File: config.mk
export PLATFORM = sky130hd
export DESIGN_NAME = battery_voltage_monitor
export DESIGN_NICKNAME = d
export VERILOG_FILES = /design/src/bvm_pkg.sv /design/src/battery_voltage_monitor.sv
export VERILOG_INCLUDE_DIRS = /design/src /design/src/src
export SDC_FILE = /design/constraint.sdc
export NUM_CORES = 1
export LEC_CHECK = 0
export ABC_CLOCK_PERIOD_IN_PS = 12400
export BUFFER_PORTS_ARGS = -buffer_cell sky130_fd_sc_hd__clkbuf_2
export CORE_ASPECT_RATIO = 1.1
export CORE_UTILIZATION = 45
export DETAILED_ROUTE_END_ITERATION = 7
export PLACE_DENSITY = 0.66
export SLEW_MARGIN = 10
export SYNTH_ARGS = -nofsm -noshare
export SYNTH_HDL_FRONTEND = slang
export SYNTH_SLANG_ARGS = --single-unit
File: constraint.sdc
create_clock -name clk -period 12.4 [get_ports clk]
set_clock_uncertainty 0.2 [all_clocks]
set_input_delay 0.62 -clock clk [delete_from_list [all_inputs] [get_ports clk]]
set_output_delay 0.62 -clock clk [all_outputs]
set_load 0.03 [all_outputs]
File: src/battery_voltage_monitor_assert.svh
// ============================================================================
// battery_voltage_monitor_assert
// Assertion macros shared by the battery voltage monitor RTL.
// ============================================================================
`ifndef BATTERY_VOLTAGE_MONITOR_ASSERT_SVH
`define BATTERY_VOLTAGE_MONITOR_ASSERT_SVH

// Same-cycle implication, disabled while reset is asserted.
`define BVM_ASSERT_NOW(label, clk, rst_n, ante, cons, msg) \
    label: assert property (@(posedge clk) disable iff (!rst_n) (ante) |-> (cons)) \
        else $error(msg);

// Next-cycle implication, disabled while reset is asserted.
`define BVM_ASSERT_NEXT(label, clk, rst_n, ante, cons, msg) \
    label: assert property (@(posedge clk) disable iff (!rst_n) (ante) |=> (cons)) \
        else $error(msg);

`endif

File: src/bvm_pkg.sv
// ============================================================================
// bvm_pkg
// Constants and codes shared by the battery voltage monitor.
// ============================================================================
`timescale 1ns / 1ps

package bvm_pkg;

    // Default averaging window length.
    localparam int WINDOW_LEN_DEF = 16;

    // ADC code to millivolt conversion: mv = floor(raw * CONV_GAIN / ADC_FULL).
    localparam logic [15:0] CONV_GAIN = 16'd36300;
    localparam logic [15:0] ADC_FULL  = 16'd65535;

    // Dividend width of the percent divider, enough for the scaled percent
    // numerator while full minus recharge stays at or below 41944 mV.
    localparam int DIV_W = 22;

    localparam logic [6:0] PCT_FULL  = 7'd100;
    localparam logic [6:0] PCT_EMPTY = 7'd0;

    // Battery state codes.
    localparam logic [1:0] BSTATE_NORMAL   = 2'd0;
    localparam logic [1:0] BSTATE_LOW      = 2'd1;
    localparam logic [1:0] BSTATE_CRITICAL = 2'd2;

    // Indicator colour classes.
    localparam logic [1:0] IND_RED    = 2'd0;
    localparam logic [1:0] IND_GREEN  = 2'd1;
    localparam logic [1:0] IND_ORANGE = 2'd2;

    // Configuration register indexes (byte address is four times the index).
    localparam logic [2:0] REG_CRITICAL = 3'd0;
    localparam logic [2:0] REG_RECHARGE = 3'd1;
    localparam logic [2:0] REG_FULL     = 3'd2;
    localparam logic [2:0] REG_GOOD     = 3'd3;
    localparam logic [2:0] REG_CONFIRM  = 3'd4;

    // Register reset values.
    localparam logic [15:0] CRITICAL_RST = 16'd9600;
    localparam logic [15:0] RECHARGE_RST = 16'd10500;
    localparam logic [15:0] FULL_RST     = 16'd12600;
    localparam logic [15:0] GOOD_RST     = 16'd11400;
    localparam logic [7:0]  CONFIRM_RST  = 8'd3;

    localparam logic [7:0] RUN_MAX = 8'hFF;

endpackage

File: src/battery_voltage_monitor.sv
// ============================================================================
// battery_voltage_monitor
// Moving-average voltage monitor for a three-cell pack with state, charge
// percent and indicator class.
// ============================================================================
// Each item is one 16-bit ADC code; each item gives exactly one result. The
// block works on one item at a time: after an item is accepted it passes the
// multiply, convert, sum, average, evaluate and percent steps; when the charge
// percent clamps to 0 or 100 the result then goes to the output register, and
// otherwise it first passes the bit-serial divider, which retires one quotient
// bit per cycle over 22 bits and is used only for the percent; the window
// average comes from a single multiplication by a fixed reciprocal of the
// window length. A finished result waits in its own output register, so the
// next item may be accepted while it is still stalled; a result that finds
// that register still held waits in the last step for as long as the stall
// lasts. The first item after reset primes the window with its own value; no
// clearing pass is needed after reset.
`timescale 1ns / 1ps

module battery_voltage_monitor #(
    parameter int WINDOW_LEN = bvm_pkg::WINDOW_LEN_DEF
) (
    input  logic        clk,
    input  logic        rst_n,
    // APB-style configuration port
    input  logic        psel,
    input  logic        penable,
    input  logic        pwrite,
    input  logic [4:0]  paddr,
    input  logic [31:0] pwdata,
    output logic [31:0] prdata,
    output logic        pready,
    // Input channel
    input  logic        in_valid,
    output logic        in_stall,
    input  logic [15:0] raw_sample,
    // Output channel
    output logic        out_valid,
    input  logic        out_stall,
    output logic [15:0] average_mv,
    output logic [1:0]  battery_state,
    output logic [6:0]  percent,
    output logic [1:0]  indicator,
    output logic [7:0]  low_run
);
    import bvm_pkg::*;

`include "battery_voltage_monitor_assert.svh"

    localparam int SLOT_W = (WINDOW_LEN > 1) ? $clog2(WINDOW_LEN) : 1;
    localparam int SUM_W  = 16 + SLOT_W;
    localparam int CNT_W  = $clog2(DIV_W);

    // Average by a fixed reciprocal: with the shift a window index wider than
    // the sum, the rounded-up reciprocal gives floor(sum / WINDOW_LEN) exactly.
    localparam int AVG_SHIFT = SUM_W + SLOT_W;
    localparam logic [SUM_W:0] AVG_RECIP = (SUM_W + 1)'(
        ((longint'(1) << AVG_SHIFT) + longint'(WINDOW_LEN) - 1) / longint'(WINDOW_LEN));

    typedef enum logic [3:0] {
        ST_IDLE,
        ST_MUL,
        ST_CONV,
        ST_SUM,
        ST_AVG,
        ST_EVAL,
        ST_PCT,
        ST_DIV_PCT,
        ST_FIN
    } seq_state_t;

    seq_state_t state_reg;

    // Configuration registers
    logic [15:0] critical_mv_reg;
    logic [15:0] recharge_mv_reg;
    logic [15:0] full_mv_reg;
    logic [15:0] good_mv_reg;
    logic [7:0]  confirm_count_reg;

    // Window state. Entries not written since priming read as the prime value,
    // which is held apart; wrapped_reg says every entry has been written.
    logic [15:0]       window_mem [WINDOW_LEN];
    logic [15:0]       rd_data_reg;
    logic [SLOT_W-1:0] slot_reg;
    logic [SUM_W-1:0]  sum_reg;
    logic [15:0]       prime_mv_reg;
    logic              primed_reg;
    logic              wrapped_reg;
    logic [7:0]        run_reg;

    // Working registers of the current item
    logic [15:0] raw_reg;
    logic [31:0] prod_reg;
    logic [15:0] mv_reg;
    logic [15:0] avg_reg;
    logic [DIV_W-1:0] pct_num_reg;
    logic        le_rec_reg;
    logic        ge_full_reg;
    logic [1:0]  bstate_reg;
    logic [1:0]  ind_reg;
    logic [6:0]  pct_reg;

    // Percent divider
    logic [15:0]      rem_reg;
    logic [DIV_W-1:0] quo_reg;
    logic [15:0]      dvs_reg;
    logic [CNT_W-1:0] cnt_reg;

    // Output register
    logic        out_valid_reg;
    logic [15:0] average_mv_reg;
    logic [1:0]  battery_state_reg;
    logic [6:0]  percent_reg;
    logic [1:0]  indicator_reg;
    logic [7:0]  low_run_reg;

    logic        in_accept;
    logic        cfg_write;
    logic [2:0]  cfg_index;
    logic        out_load;

    // Conversion correction: x = q0*65536 + lo = q0*65535 + (q0 + lo), and
    // q0 + lo stays below twice the divisor, so one compare settles it.
    logic [15:0] conv_q0;
    logic [16:0] conv_rem;
    logic [15:0] mv_calc;

    logic [15:0]      old_mv;
    logic [SUM_W-1:0] sum_next;
    logic [7:0]       run_next;
    logic [2*SUM_W:0] avg_prod;

    logic [16:0]      div_trial;
    logic             div_take;
    logic [15:0]      rem_next;
    logic [DIV_W-1:0] quo_next;

    logic [15:0] avg_excess;
    logic [22:0] pct_prod;

    assign pready    = 1'b1;
    assign cfg_write = psel && penable && pwrite && pready;
    assign cfg_index = paddr[4:2];
    assign in_stall  = (state_reg != ST_IDLE);
    assign in_accept = in_valid && !in_stall;
    assign out_load  = (state_reg == ST_FIN) && (!out_valid_reg || !out_stall);

    always_comb
    begin
        case (cfg_index)
            REG_CRITICAL: prdata = {16'd0, critical_mv_reg};
            REG_RECHARGE: prdata = {16'd0, recharge_mv_reg};
            REG_FULL:     prdata = {16'd0, full_mv_reg};
            REG_GOOD:     prdata = {16'd0, good_mv_reg};
            REG_CONFIRM:  prdata = {24'd0, confirm_count_reg};
            default:      prdata = 32'd0;
        endcase
    end

    assign conv_q0  = prod_reg[31:16];
    assign conv_rem = {1'b0, prod_reg[15:0]} + {1'b0, conv_q0};
    assign mv_calc  = conv_q0 + ((conv_rem >= {1'b0, ADC_FULL}) ? 16'd1 : 16'd0);

    assign old_mv   = wrapped_reg ? rd_data_reg : prime_mv_reg;
    assign sum_next = primed_reg
                    ? (sum_reg - SUM_W'(old_mv) + SUM_W'(mv_reg))
                    : (SUM_W'(mv_reg) * SUM_W'(WINDOW_LEN));

    assign avg_prod = sum_reg * AVG_RECIP;

    always_comb
    begin
        if (mv_reg <= critical_mv_reg)
        begin
            run_next = (run_reg == RUN_MAX) ? run_reg : run_reg + 8'd1;
        end
        else
        begin
            run_next = 8'd0;
        end
    end

    // One restoring division step.
    assign div_trial = {rem_reg, quo_reg[DIV_W-1]};
    assign div_take  = (div_trial >= {1'b0, dvs_reg});
    assign rem_next  = div_take ? 16'(div_trial - {1'b0, dvs_reg}) : div_trial[15:0];
    assign quo_next  = {quo_reg[DIV_W-2:0], div_take};

    assign avg_excess = avg_reg - recharge_mv_reg;
    assign pct_prod   = avg_excess * PCT_FULL;

    // Window memory: registered read of the oldest entry, single write.
    always_ff @(posedge clk)
    begin
        if (state_reg == ST_MUL)
        begin
            rd_data_reg <= window_mem[slot_reg];
        end
        if (state_reg == ST_SUM && primed_reg)
        begin
            window_mem[slot_reg] <= mv_reg;
        end
    end

    always_ff @(posedge clk or negedge rst_n)
    begin
        if (!rst_n)
        begin
            state_reg         <= ST_IDLE;
            critical_mv_reg   <= CRITICAL_RST;
            recharge_mv_reg   <= RECHARGE_RST;
            full_mv_reg       <= FULL_RST;
            good_mv_reg       <= GOOD_RST;
            confirm_count_reg <= CONFIRM_RST;
            slot_reg          <= '0;
            sum_reg           <= '0;
            prime_mv_reg      <= '0;
            primed_reg        <= 1'b0;
            wrapped_reg       <= 1'b0;
            run_reg           <= '0;
            cnt_reg           <= '0;
            out_valid_reg     <= 1'b0;
        end
        else
        begin
            if (cfg_write)
            begin
                case (cfg_index)
                    REG_CRITICAL: critical_mv_reg   <= pwdata[15:0];
                    REG_RECHARGE: recharge_mv_reg   <= pwdata[15:0];
                    REG_FULL:     full_mv_reg       <= pwdata[15:0];
                    REG_GOOD:     good_mv_reg       <= pwdata[15:0];
                    REG_CONFIRM:  confirm_count_reg <= pwdata[7:0];
                    default:      ;
                endcase
            end

            if (out_load)
            begin
                out_valid_reg <= 1'b1;
            end
            else if (out_valid_reg && !out_stall)
            begin
                out_valid_reg <= 1'b0;
            end

            case (state_reg)
                ST_IDLE:
                begin
                    if (in_accept)
                    begin
                        raw_reg   <= raw_sample;
                        state_reg <= ST_MUL;
                    end
                end
                ST_MUL:
                begin
                    prod_reg  <= 32'(raw_reg) * 32'(CONV_GAIN);
                    state_reg <= ST_CONV;
                end
                ST_CONV:
                begin
                    mv_reg    <= mv_calc;
                    state_reg <= ST_SUM;
                end
                ST_SUM:
                begin
                    sum_reg <= sum_next;
                    run_reg <= run_next;
                    if (!primed_reg)
                    begin
                        prime_mv_reg <= mv_reg;
                        primed_reg   <= 1'b1;
                        wrapped_reg  <= 1'b0;
                        slot_reg     <= '0;
                    end
                    else if (slot_reg == SLOT_W'(WINDOW_LEN - 1))
                    begin
                        slot_reg    <= '0;
                        wrapped_reg <= 1'b1;
                    end
                    else
                    begin
                        slot_reg <= slot_reg + 1'b1;
                    end
                    state_reg <= ST_AVG;
                end
                ST_AVG:
                begin
                    avg_reg   <= avg_prod[AVG_SHIFT +: 16];
                    state_reg <= ST_EVAL;
                end
                ST_EVAL:
                begin
                    pct_num_reg <= pct_prod[DIV_W-1:0];
                    le_rec_reg  <= (avg_reg <= recharge_mv_reg);
                    ge_full_reg <= (avg_reg >= full_mv_reg);
                    if (run_reg >= confirm_count_reg)
                    begin
                        bstate_reg <= BSTATE_CRITICAL;
                        ind_reg    <= IND_RED;
                    end
                    else if (avg_reg <= recharge_mv_reg)
                    begin
                        bstate_reg <= BSTATE_LOW;
                        ind_reg    <= IND_RED;
                    end
                    else
                    begin
                        bstate_reg <= BSTATE_NORMAL;
                        ind_reg    <= (avg_reg >= good_mv_reg) ? IND_GREEN : IND_ORANGE;
                    end
                    state_reg <= ST_PCT;
                end
                ST_PCT:
                begin
                    if (le_rec_reg)
                    begin
                        pct_reg   <= PCT_EMPTY;
                        state_reg <= ST_FIN;
                    end
                    else if (ge_full_reg)
                    begin
                        pct_reg   <= PCT_FULL;
                        state_reg <= ST_FIN;
                    end
                    else
                    begin
                        // Here recharge < average < full, so the divisor is positive.
                        rem_reg   <= '0;
                        quo_reg   <= pct_num_reg;
                        dvs_reg   <= full_mv_reg - recharge_mv_reg;
                        cnt_reg   <= CNT_W'(DIV_W - 1);
                        state_reg <= ST_DIV_PCT;
                    end
                end
                ST_DIV_PCT:
                begin
                    rem_reg <= rem_next;
                    quo_reg <= quo_next;
                    if (cnt_reg == '0)
                    begin
                        pct_reg   <= quo_next[6:0];
                        state_reg <= ST_FIN;
                    end
                    else
                    begin
                        cnt_reg <= cnt_reg - 1'b1;
                    end
                end
                ST_FIN:
                begin
                    // Load the output register once the previous result has gone.
                    if (out_load)
                    begin
                        average_mv_reg    <= avg_reg;
                        battery_state_reg <= bstate_reg;
                        percent_reg       <= pct_reg;
                        indicator_reg     <= ind_reg;
                        low_run_reg       <= run_reg;
                        state_reg         <= ST_IDLE;
                    end
                end
                default:
                begin
                    state_reg <= ST_IDLE;
                end
            endcase
        end
    end

    assign out_valid     = out_valid_reg;
    assign average_mv    = average_mv_reg;
    assign battery_state = battery_state_reg;
    assign percent       = percent_reg;
    assign indicator     = indicator_reg;
    assign low_run       = low_run_reg;

    `BVM_ASSERT_NEXT(a_accept_starts, clk, rst_n, in_accept, state_reg == ST_MUL, "accepted item did not start the sequencer")
    `BVM_ASSERT_NOW(a_div_cnt_idle, clk, rst_n, (cnt_reg != '0), (state_reg == ST_DIV_PCT), "divider count left running outside a division")
    `BVM_ASSERT_NOW(a_slot_range, clk, rst_n, 1'b1, slot_reg <= SLOT_W'(WINDOW_LEN - 1), "window slot beyond the window")
    `BVM_ASSERT_NOW(a_pct_range, clk, rst_n, out_valid_reg, percent_reg <= PCT_FULL, "percent above one hundred")
    `BVM_ASSERT_NOW(a_red_not_normal, clk, rst_n, (out_valid_reg && battery_state_reg != BSTATE_NORMAL), indicator_reg == IND_RED, "low or critical state not shown red")

endmodule
==> flow_results.org <==
** Setup path
- The critical path is of the reg2reg type.
- STA puts the critical path data arrival time at ~6.4 ns.
- Peak fanout along the critical path :: 6
- Counting both buffers and inverters, the worst setup path holds a total of 4.
- STA classifies the critical path startpoint as a flop.
- Family with the most delay on the worst path :: adder cells
- By instance count, the cell type seen most on the critical path is fa_1.
- List of cells traversed by the critical path :: ha_1, fa_1, inv_1, fa_1, inv_1, fa_1, fa_1, inv_1, fa_1, inv_1, ha_1, a21oi_1, o21ai_1, a21o_1, a21oi_1, o21bai_1, a21o_1, a221o_1, mux2_1, nand3_1
- Largest stage delay, worst path :: approximately 0.57 ns
- STA classifies the critical path endpoint as a flop.
- Cell type of the slowest stage on the worst timing path :: edfxtp_1
- For the worst setup path, the data required time is 12.55 ns.

** Finish
- Share of layout cells above drive strength 1 :: about 14%
- The final layout contains 3366 nets.
- Cells fill between 50% and 60% of the core in the end.
- Area overhead of the layout relative to synthesis :: 11.5%
- Footprint of the multi-input gates :: between 0.015 and 0.02 sq mm
- Area taken by flip-flops and latches :: 0.0175 sq mm
- Layout filler cell count :: ~6.5k
- Number of flip-flops in the largest register :: 256

** Yosys
- After Yosys synthesis, and, or, nand and nor cells account for 7.63% of the synthesized area.
- Warnings, synthesis :: 0
- The portion of synthesized area spent on multiplexers is slightly above 8%.
- The average instance in the mapped netlist occupies between 10 and 15 sq um.
- In this run, distinct cell masters in the synthesized netlist total 73.
- After technology mapping, the gate count stands at approximately 2.8k.
- Top post-synthesis cells by count :: edfxtp_1 (472), inv_1 (369), ha_1 (307)
- Cell type with the largest total area after synthesis :: edfxtp_1
- In the post-synthesis netlist, the cell with the most instances is edfxtp_1.
- Counting flops with a built-in enable in the synthesized netlist gives approximately 470.
- The synthesized design devotes to its leading area cell type 41.1% of total area.
- Yosys attributes the largest share of cell area to edfxtp_1 (41%), ha_1 (11%), dfrtp_1 (8.0%).
- After Yosys synthesis, full adders, half adders and majority gates account for ~17% of the synthesized area.
- Summing the areas of all compound-gate instances in the mapped netlist gives 7.99% of the synthesized area.
- The share of the Yosys chip area taken by registers is about half.
- After synthesis, the largest family of logic cells by area is adder cells.
- The most used flip-flop cell after synthesis is edfxtp_1.
- Seq cells post-synth :: between 600 and 700
- Post-Synth XOR/XNOR Area :: a little over 3%
- Post-synthesis cell area :: approximately 0.035 sq mm
- After synthesis, the share of flip-flops with an asynchronous set or reset is between 20% and 30%.

** Global route
- The via count of the first global-routing pass was approximately 22k.
- Global-route wire length before repair :: around 120 mm
- Initial antenna violation count :: 0
- Summed over all layers, the global routing overflow is 0.
- Entering global routing, the biggest net connects 72 pins.
- In the global route stage, overall resource usage came out at between 20% and 30%.

** Clocking
- CTS clock-pin slew for the worst setup and hold paths :: 0.06 ns
- Number of post-CTS setup repair buffers :: 0
- Quantity of hold-fixing buffers added after cts :: 17
- Clock latency reported for the late side of the worst-skew pair :: a little over 0.6 ns
- The longest clock path from root to sink contains 3 buffers.
- Cts bufs inserted :: 66
- TritonCTS clock tree :: done
- Resized Gates After CTS :: 0
- The H-tree was split into 3 levels.
- Number of clock sinks seen by CTS :: between 600 and 700
- Clock Root Buffer :: clkbuf_16

** Routing
- Count of nets left with antenna violations after detail routing :: 0
- The first detailed-routing pass ran for 5 iterations.
- In the routed design, unresolved DRC markers number 0.
- Count of vias placed by the detailed router :: around 22k
- After detailed routing, the average wire length per cell comes to a little under 20 microns.
- Vias per Instance :: between 5 and 6
- After detailed routing, the total wire length is 76.9 mm.
- The first routing iteration left 1525 violations.

** Pwr
- Power Dens Cells :: around 300 mW/mm^2
- Leakage :: around 16 nW
- The worst-case IR drop observed on VDD is around 300 uV.
- After layout, the design draws a total of between 10 and 15 mW.

** Run
- The tool flagged a number of max-cap violations equal to 0.

** Floorplan
- The floorplan has roughly 110 rows.
- Die outline area :: just under 0.08 sq mm
- Vert. Die Dim :: about 290 microns
- I/O pin count :: 130
- The floorplan step set the die width to 266 microns.
- Total core area :: 0.0760 sq mm
- Once the floorplan was initialized, standard cells occupied around 45% of the core.

** STA
- Max Fclk :: about 0.16 GHz
- Of the available clock period, the critical path in the final layout requires between 40 and 50%.
- Final total negative setup slack :: 0 ns
- Setup repair after global routing left no endpoint under its margin.
- Counting I/O delays and the setup requirement, the final critical path takes approximately 6.2 ns.
- In this run the tightest slew margin relative to its limit is between 10% and 20%.
- Slew of the pin with the lowest slew margin :: between 1 and 1.5 ns
- Total setup violations reported at the end of the flow :: 0
- Final-report hold violation count :: 0
- The number of slew-limit violations in the final report is 0.

** Place
- Routability cong. :: 0.874
- HPWL after detailed placement :: between 50 and 60 mm
- Number of port buffers :: 94

** Outcome
- The flow ran to the end, and the final reports show no timing, DRC or antenna violations.

** Min path
- The tightest min-delay check is of the in2reg type.
-- cells in the final DEF (no fill, tap or decap), types with 93 or more instances in the layout --
cell	Yosys	layout
fa_1	103	103
ha_1	307	307
o21ai_0	129	129
dfrtp_1	111	109
edfxtp_1	472	472
a21oi_1	108	108
nand2_1	214	214
inv_1	369	369
clkbuf_2	0	93
nor2_1	118	112
-- layer usage --
layer / up-vias / GRT usage (%) / share of wire (%)
met5: - / 0 / 0
met1: 10734 / 25.5 / 42
met2: 555 / 35.1 / 50
met4: 0 / 7.77 / 3.2
met3: 134 / 3.15 / 4.7
li1: 10119 / - / -
-- tightest hold or removal path: cells and delay by family --
kind / cells / cell delay (ns)
and+or+nand+nor: 1 / 0.06
AOI/OAI and AO/OA: 1 / 0.07
buffers and inverters: 1 / 0.12
-- metrics by stage --
step / hold WS (ns) / setup slack (ns) / instances / cell area, sq um
2_1_floorplan: 0.124 / 6.71 / 2783 / 34600
3_3_place_gp: 0.207 / 6.21 / 3837 / 36200
3_5_place_dp: 0.205 / 6.21 / 3837 / 36200
4_1_cts: 0.0305 / 6.18 / 3973 / 38500
5_1_grt: 0.0556 / 5.88 / 3973 / 38500
6_report: 0.0624 / 6.20 / 3974 / 38500
-- where the power goes --
part | switching (mW) | internal [mW] | leakage, nW
clock network | 0.825 | 1.09 | 1.02
logic | 3.64 | 2.92 | 9.16
registers | 0.280 | 2.84 | 5.85
-- final timing paths --
path | startpoint | to | slack [ns] | cells after the start
max | raw_reg[9] | prod_reg[31] | 6.20 | 20
min | pwdata[8] | full_mv_reg[8] | 0.06 | 3
max reg2reg | raw_reg[9] | prod_reg[31] | 6.20 | 20
min reg2reg | ind_reg[1] | indicator[1] | 0.22 | 0
max in group asynchronous | rst_n | prime_mv_reg[6] | 10.17 | 3
min in group asynchronous | rst_n | critical_mv_reg[14] | 0.39 | 2
-- cells by family after synthesis --
family / after synthesis
muxes: 165
DFF: 604
adders and majority gates: 410
and+or+nand+nor: 560
buffers and inverters: 461
AOI/OAI and AO/OA: 444
xor gates and xnor gates: 122
other: 2
-- area by class of cell --
type,instances,share of cell area (%)
Sequential cell,604,45.5
Multi-Input combinational cell,1718,39.8
Clock buffer,78,4.54
Inverter,369,3.60
Tap cell,1026,3.34
Timing Repair Buffer,137,2.19
Clock inverter,41,0.998
Antenna cell,1,0.00650
(Power assumes the default switching activity.)
